`config.mk`:
```
export PLATFORM = sky130hd
export DESIGN_NAME = srps_cmp
export DESIGN_NICKNAME = d
export VERILOG_FILES = /design/src/rtl/srps_pkg.sv /design/src/rtl/srps_cmp.sv
export SDC_FILE = /design/constraint.sdc
export NUM_CORES = 1
export LEC_CHECK = 0
export ABC_AREA = 0
export BUFFER_PORTS_ARGS = -buffer_cell sky130_fd_sc_hd__buf_2
export CAP_MARGIN = 20
export CORE_ASPECT_RATIO = 0.75
export CORE_UTILIZATION = 39
export DETAILED_ROUTE_END_ITERATION = 8
export PLACE_DENSITY = 0.91
export SYNTH_ARGS = -nofsm -noshare
export SYNTH_HDL_FRONTEND = slang
export SYNTH_SLANG_ARGS = --single-unit
```
`constraint.sdc`:
```
create_clock -name vclk -period 4.29
set_input_delay 1.0725 -clock vclk [all_inputs]
set_output_delay 1.0725 -clock vclk [all_outputs]
set_load 0.01 [all_outputs]
```
`src/rtl/srps_pkg.sv`:
```
package srps_pkg;

    localparam int DEF_TABLE_DEPTH      = 64;
    localparam int DEF_MAX_RECORD_BYTES = 8;
    localparam int REC_W                = 64;

    typedef enum logic [1:0] {
        REQ_INSERT = 2'd0,
        REQ_FINISH = 2'd1,
        REQ_QUERY  = 2'd2,
        REQ_RSVD   = 2'd3
    } req_t;

    typedef enum logic [1:0] {
        STS_OK    = 2'd0,
        STS_FULL  = 2'd1,
        STS_PHASE = 2'd2,
        STS_RSVD  = 2'd3
    } status_t;

    typedef enum logic [3:0] {
        ST_IDLE,
        ST_MASK_RD,
        ST_MASK_WR,
        ST_SORT_RDV,
        ST_SORT_LDV,
        ST_SORT_RDJ,
        ST_SORT_CMP,
        ST_SORT_PUT,
        ST_QUERY
    } state_t;

    typedef struct packed {
        logic gt;
        logic eq;
    } cmp_res_t;

    // Mask covering bytes lo .. hi-1 of a record, counted from the least significant byte.
    function automatic logic [REC_W-1:0] byte_mask(input logic [3:0] lo, input logic [3:0] hi);
        logic [REC_W-1:0] res;
        res = '0;
        for (int i = 0; i < REC_W / 8; i++) begin
            res[8*i +: 8] = ((4'(i) >= lo) && (4'(i) < hi)) ? 8'hFF : 8'h00;
        end
        return res;
    endfunction

endpackage

```
`src/rtl/srps_cmp.sv`:
```
module srps_cmp (
    input  logic [srps_pkg::REC_W-1:0] a,
    input  logic [srps_pkg::REC_W-1:0] b,
    input  logic [srps_pkg::REC_W-1:0] mask,
    output srps_pkg::cmp_res_t         res
);
    import srps_pkg::*;

    logic [REC_W-1:0] am;
    logic [REC_W-1:0] bm;

    // Both operands are masked first, so one unit serves the sort and the prefix test.
    assign am     = a & mask;
    assign bm     = b & mask;
    assign res.gt = (am > bm);
    assign res.eq = (am == bm);

endmodule

```
== Word-level counts from Yosys, hierarchy flattened ==
Index checks and enable logic that the tools add are counted.

* Memory bits (read-only): 0
* Latch bits: 0
* Memories kept: 0
* Register bits after elaboration: 0
* Word-level logic and storage cells: 4
* RAM bits: 0
* Output and inout bits: 2

* Div/mod/pow operators: 0
* Bitwise logic cells: 2
* Shift-type cells: 0
* Multiplexer cells: 0
* Multipliers: 0
* Equality and inequality tests: 1
* $add $sub $neg: 0
* Reductions and logical operators: 0
* Magnitude comparators: 1

{| class="wikitable"
|+ Operators by type and width
! operator !! number
|-
| 64-bit AND || 2
|-
| 64-bit equality test || 1
|-
| 64-bit greater-than comparator || 1
|}

== Depth between registers and ports, before layout ==
Gate-level depths: netlist (run 1).

* Depth after elaboration: 2
* Mapped depth: 8
* Gate-level depth less buffers: 8

== Least setup slack after synthesis (run 1) ==
No wires, ideal clock.

* Kind: input-to-output
* From: in mask[61] in the netlist's numbering
* To: out res[1] in the netlist's numbering
* Arrival time: 2.660 ns
* Setup slack: 0.557 ns
* Path buffers: 0
* Cell stages on the path: 7
* Cells stage by stage: and2_1 -> ha_1 -> nand4_1 -> nor4_2 -> nand4_1 -> nor3_1 -> a21oi_1

{| class="wikitable"
|+ RTL lines
! element !! line !! RTL
|-
| start, declared || srps_cmp.sv:4 || <nowiki>input logic [srps_pkg::REC_W-1:0] mask,</nowiki>
|-
| end, declared || srps_cmp.sv:5 || <nowiki>output srps_pkg::cmp_res_t res</nowiki>
|}

==> run_results.csv, run 1 <==
group,metric,value,unit
die,io_pins,194,
sta,period_share,0.957,
die,chipWidth,85.0,um
global_route,grt_antenna_before_repair,0,
final_layout,drive_gt1_frac,0.406,
final_layout,multi_input_area,2020,um2
final_layout,fillerInstances,438,
placed_design,placed_cells,543,
worst_setup_path,cp.arrival,3.03,ns
worst_setup_path,path_cells,"buf_2, and2_1, ha_1, nand4_1, nor4_4, nand4_1, a31oi_1, a211oi_1, a21oi_1, buf_2",
global_route,grt_usage,0.212,
sta,worstMarginPinSlew,0.411,ns
synthesis,synth_nets,545,
detailed_routing,vias,2752,
sta,worst_slack,0.184,ns
final_layout,final-seq-area,0,um2
final_layout,clkbuf_count,0,
die,chipHeight,64.2,um
worst_setup_path,cpLargestDelayFamily,"simple AND/OR/NAND/NOR gates",
job,drv_cap,0,
sta,slew_headroom,0.724,
synthesis,yosysSeqAreaShare,0,
sta,clock.fmax,0.244,GHz
detailed_routing,route.detailed.drc,11,
clocking,post_cts_buffers,0,
detailed_routing,drt-wirelength-per-cell,10.9,um
final_layout,antenna_cells,0,
detailed_routing,vias_per_cell,5.07,
die,initial_core_util,0.409,
worst_setup_path,slowest_delay,0.38,ns
detailed_routing,postRouteAntennaNets,0,
synthesis,synth_cell_types,27,
worst_setup_path,end_kind,"primary output",
die,placementRows,22,
placed_design,pre_cts_ws,0.0859,ns
sta,hold_viol_final,0,
status,violations,"design-rule violations",
pwr,p_per_area,85.0,nW/um2
final_layout,fin_nets,741,
sta,setup_viol,0,
sta,tns,0,ns
worst_setup_path,startpoint_type,"input port",
worst_setup_path,cp_slowest_cell,"nor4_4",
final_layout,area_delta_synth_final,52.4,%
sta,slew_viol_final,0,
placed_design,place_area,3060,um2
sta,grt_setup_unrepaired,"false",
die,dieArea,5460,um2
status,outcome,"finished, violations left",
final_layout,design.seq.count,0,
detailed_routing,drt-total-wl,5940,um
final_layout,layout_common_cells,"buf_2, nand2_1, and2_1, ha_1, a21oi_1",
worst_setup_path,crit_buf_inv,2,
die,core-area,4930,um2
synthesis,postSynthCellCount,289,
clocking,cts_hold_buf,0,
final_layout,fin_util,0.623,
final_layout,layout_commonest_cell,"buf_2",
placed_design,hpwl,5660,um
worst_setup_path,critPathRequiredTime,3.22,ns
detailed_routing,drt_pass1_iterations,9,
global_route,grt_first_pass_wirelength,9900,um
pwr,cellLeakagePower,1.77,nW
global_route,grt_pass1_vias,2629,
worst_setup_path,worstPathMaxFanout,3,
placed_design,place_congestion,0.743,
final_layout,finalInstanceArea,3070,um2
clocking,cts_resized,0,
synthesis,synth_area_per_cell,6.97,um2
worst_setup_path,critPathKind,"input port to primary output",
final_layout,fin_cells,543,
placed_design,io_buffers,194,
pwr,vdd_drop_max,46.7,uV
min_path,min_path_type,"input port to primary output",
synthesis,ys_warn_count,0,
detailed_routing,drt_iter0_drc,63,
global_route,overflow,0,
synthesis,synth_area,2010,um2
global_route,grt_max_degree,4,
sta,fin_crit,4.11,ns
[where the power goes]
group,switching (W),internal (W),leakage [nW]
Combinational,0.000117,0.000144,1.77
Sequential,0,0,0
Clock,0,0,0
[kinds of logic after synthesis]
group           Yosys count  synth area share
fa+ha+maj                64             0.398
compound gates           49             0.152
simple gates            176             0.450
[per-layer routing]
| metal | wire [um] | vias to the layer above | GRT usage | part of all wire |
|---|---|---|---|---|
| met5 | 0 | - | 0 | 0 |
| met4 | 29 | 0 | 0.0212 | 0.0049 |
| met3 | 321 | 4 | 0.0103 | 0.054 |
| met2 | 3150 | 100 | 0.455 | 0.53 |
| met1 | 2440 | 1213 | 0.231 | 0.41 |
| li1 | - | 1435 | - | - |
[layout make-up]
type / count / area share
timing repair buffer: 194 / 0.316
multi-input combinational: 289 / 0.659
tap: 60 / 0.0245
[synthesized netlist by cell type]
library cell / number / area share
nor4_1: 1 / 0.0031
a21oi_1: 24 / 0.060
and2_1: 65 / 0.20
nand3_1: 7 / 0.017
nand2_1: 74 / 0.14
nand4_1: 13 / 0.040
nor2b_1: 1 / 0.0031
nor4_2: 1 / 0.0062
or4b_1: 1 / 0.0050
ha_1: 64 / 0.40
nor2_1: 7 / 0.013
o21ai_1: 1 / 0.0025
o311a_1: 1 / 0.0050
o21ai_0: 3 / 0.0075
a221o_1: 2 / 0.0099
nand4_2: 1 / 0.0062
a31oi_1: 1 / 0.0031
nand2b_1: 1 / 0.0031
and2_0: 1 / 0.0031
a211oi_1: 5 / 0.019
a311o_1: 1 / 0.0050
nor3_1: 2 / 0.0050
a22oi_1: 1 / 0.0037
and4_1: 1 / 0.0044
a21boi_0: 3 / 0.011
o211ai_1: 1 / 0.0037
a21o_1: 6 / 0.022
[worst paths after layout]
path,slack [ns],end,cells past startpoint,from
max,0.18,res[1],10,mask[61]
min,2.81,res[0],6,a[0]
[metrics by stage]
step           total power [W]  hold WS, ns
2_1_floorplan         0.000138         2.53
3_3_place_gp          0.000247         2.80
3_5_place_dp          0.000259         2.80
4_1_cts               0.000261         2.80
5_1_grt               0.000300         2.82
6_report              0.000261         2.81
No activity file was read; power rests on OpenSTA's default activity.
==> run 2, diff against run 1 <==
--- a/config.mk
+++ b/config.mk
@@ -9,9 +9,10 @@
 export BUFFER_PORTS_ARGS = -buffer_cell sky130_fd_sc_hd__buf_2
 export CAP_MARGIN = 20
 export CORE_ASPECT_RATIO = 0.75
+export CORE_MARGIN = 2
 export CORE_UTILIZATION = 39
 export DETAILED_ROUTE_END_ITERATION = 8
-export PLACE_DENSITY = 0.91
+export PLACE_DENSITY_LB_ADDON = 0.3
 export SYNTH_ARGS = -nofsm -noshare
 export SYNTH_HDL_FRONTEND = slang
 export SYNTH_SLANG_ARGS = --single-unit
==> run 2 against run 1 <==
  * The flow now finishes without violations
  * Critical path depth unchanged
  * Clock-buffer cell count unchanged
  * Die area up 5.5%
  * Sequential share of layout area unchanged
  * Global-route usage down 2.0 points
  * Final cell count unchanged
  * Via count down 2.8%
  * Utilization down 0.18 points
  * Fmax up 2.0%
  * Cell area down 0.29%
  * Worst hold slack worse by 0.018 ns
  * Combinational power down 2%
  * Critical path type unchanged
  * Largest power group unchanged
==> run_results.csv, run 2 (same netlist as run 1, synthesis figures left out) <==
group,metric,value,unit
status,outcome,"finished, final reports clean",
final_layout,finalInstanceArea,3060,um2
clocking,cts_resized,0,
final_layout,fin_nets,741,
pwr,total_power,0.000257,W
worst_setup_path,cp.arrival,2.95,ns
sta,slew_headroom,0.759,
detailed_routing,drt_iter0_drc,36,
detailed_routing,drt-total-wl,6030,um
sta,tns,0,ns
sta,slew_viol_final,0,
pwr,vdd_drop_max,41.4,uV
final_layout,clkbuf_count,0,
final_layout,design.seq.count,0,
worst_setup_path,path_cells,"buf_2, and2_1, ha_1, nand4_1, nor4_2, nand4_1, a31oi_1, a211oi_1, a21oi_1, buf_2",
detailed_routing,drt-wirelength-per-cell,11.1,um
final_layout,final-seq-area,0,um2
worst_setup_path,startpoint_type,"input port",
sta,setup_viol,0,
final_layout,drive_gt1_frac,0.406,
placed_design,place_congestion,0.862,
die,placementRows,22,
die,chipWidth,87.0,um
die,initial_core_util,0.409,
sta,worstMarginPinSlew,0.358,ns
placed_design,io_buffers,194,
worst_setup_path,critPathRequiredTime,3.22,ns
final_layout,fillerInstances,477,
sta,fin_crit,4.03,ns
sta,hold_viol_final,0,
placed_design,pre_cts_ws,0.220,ns
detailed_routing,postRouteAntennaNets,0,
final_layout,layout_common_cells,"buf_2, nand2_1, and2_1, ha_1, a21oi_1",
die,core-area,4930,um2
die,chipHeight,66.2,um
detailed_routing,drt_pass1_iterations,6,
final_layout,layout_commonest_cell,"buf_2",
worst_setup_path,worstPathMaxFanout,3,
die,io_pins,194,
worst_setup_path,cp_slowest_cell,"nor4_2",
global_route,grt_pass1_vias,2467,
final_layout,antenna_cells,0,
pwr,cellLeakagePower,1.76,nW
detailed_routing,vias,2676,
pwr,p_per_area,83.8,nW/um2
global_route,overflow,0,
sta,period_share,0.938,
sta,clock.fmax,0.248,GHz
clocking,post_cts_buffers,0,
global_route,grt_max_degree,4,
min_path,min_path_type,"input port to primary output",
die,dieArea,5760,um2
placed_design,hpwl,5750,um
worst_setup_path,critPathKind,"input port to primary output",
global_route,grt_first_pass_wirelength,9380,um
global_route,grt_antenna_before_repair,0,
worst_setup_path,slowest_delay,0.42,ns
sta,grt_setup_unrepaired,"false",
clocking,cts_hold_buf,0,
job,drv_cap,0,
sta,holdWs,2.79,ns
detailed_routing,vias_per_cell,4.93,
worst_setup_path,end_kind,"primary output",
global_route,grt_usage,0.192,
sta,worst_slack,0.264,ns
placed_design,place_area,3060,um2
final_layout,area_delta_synth_final,52.0,%
detailed_routing,route.detailed.drc,0,
==> run 2: cell types whose count changed in the layout (fill, tap and decap cells not counted) <==
cell,delta
nor4_4,-1
nor4_2,+1
==> run 2: final timing paths <==
kind              slack, ns  depth (start not counted)      from      to
hold / removal         2.79                          6      a[0]  res[0]
setup / recovery       0.26                         10  mask[60]  res[1]
==> run 2: where the power goes <==
part	switching (W)	leakage, nW	internal [W]
logic	0.000113	1.76	0.000143
clock network	0	0	0
registers	0	0	0
==> run 2: metrics by stage <==
step / std cells / util
global route: 543 / 0.621
finish: 543 / 0.621
global placement: 543 / 0.621
detailed placement: 543 / 0.621
floorplan: 289 / -
CTS: 543 / 0.621
==> run 2: metal layers <==
| metal | track usage | vias to the layer above | routed length [um] |
|---|---|---|---|
| met5 | 0 | - | 0 |
| li1 | - | 1438 | - |
| met1 | 0.221 | 1130 | 2550 |
| met3 | 0.0112 | 6 | 420 |
| met4 | 0.0254 | 0 | 72 |
| met2 | 0.392 | 102 | 2990 |
==> run 2: worst max-delay path: cells and delay by family <==
kind | cells | cell delay [ns]
compound gates | 3 | 0.39
fa+ha+maj | 1 | 0.29
buf+inv | 2 | 0.26
simple gates | 4 | 0.95
==> run 2: cell type report <==
cell class         instances  area [um2]  area share
well taps                 60        75.1      0.0245
multi-input cells        289        2010       0.658
repair buffers           194         971       0.317
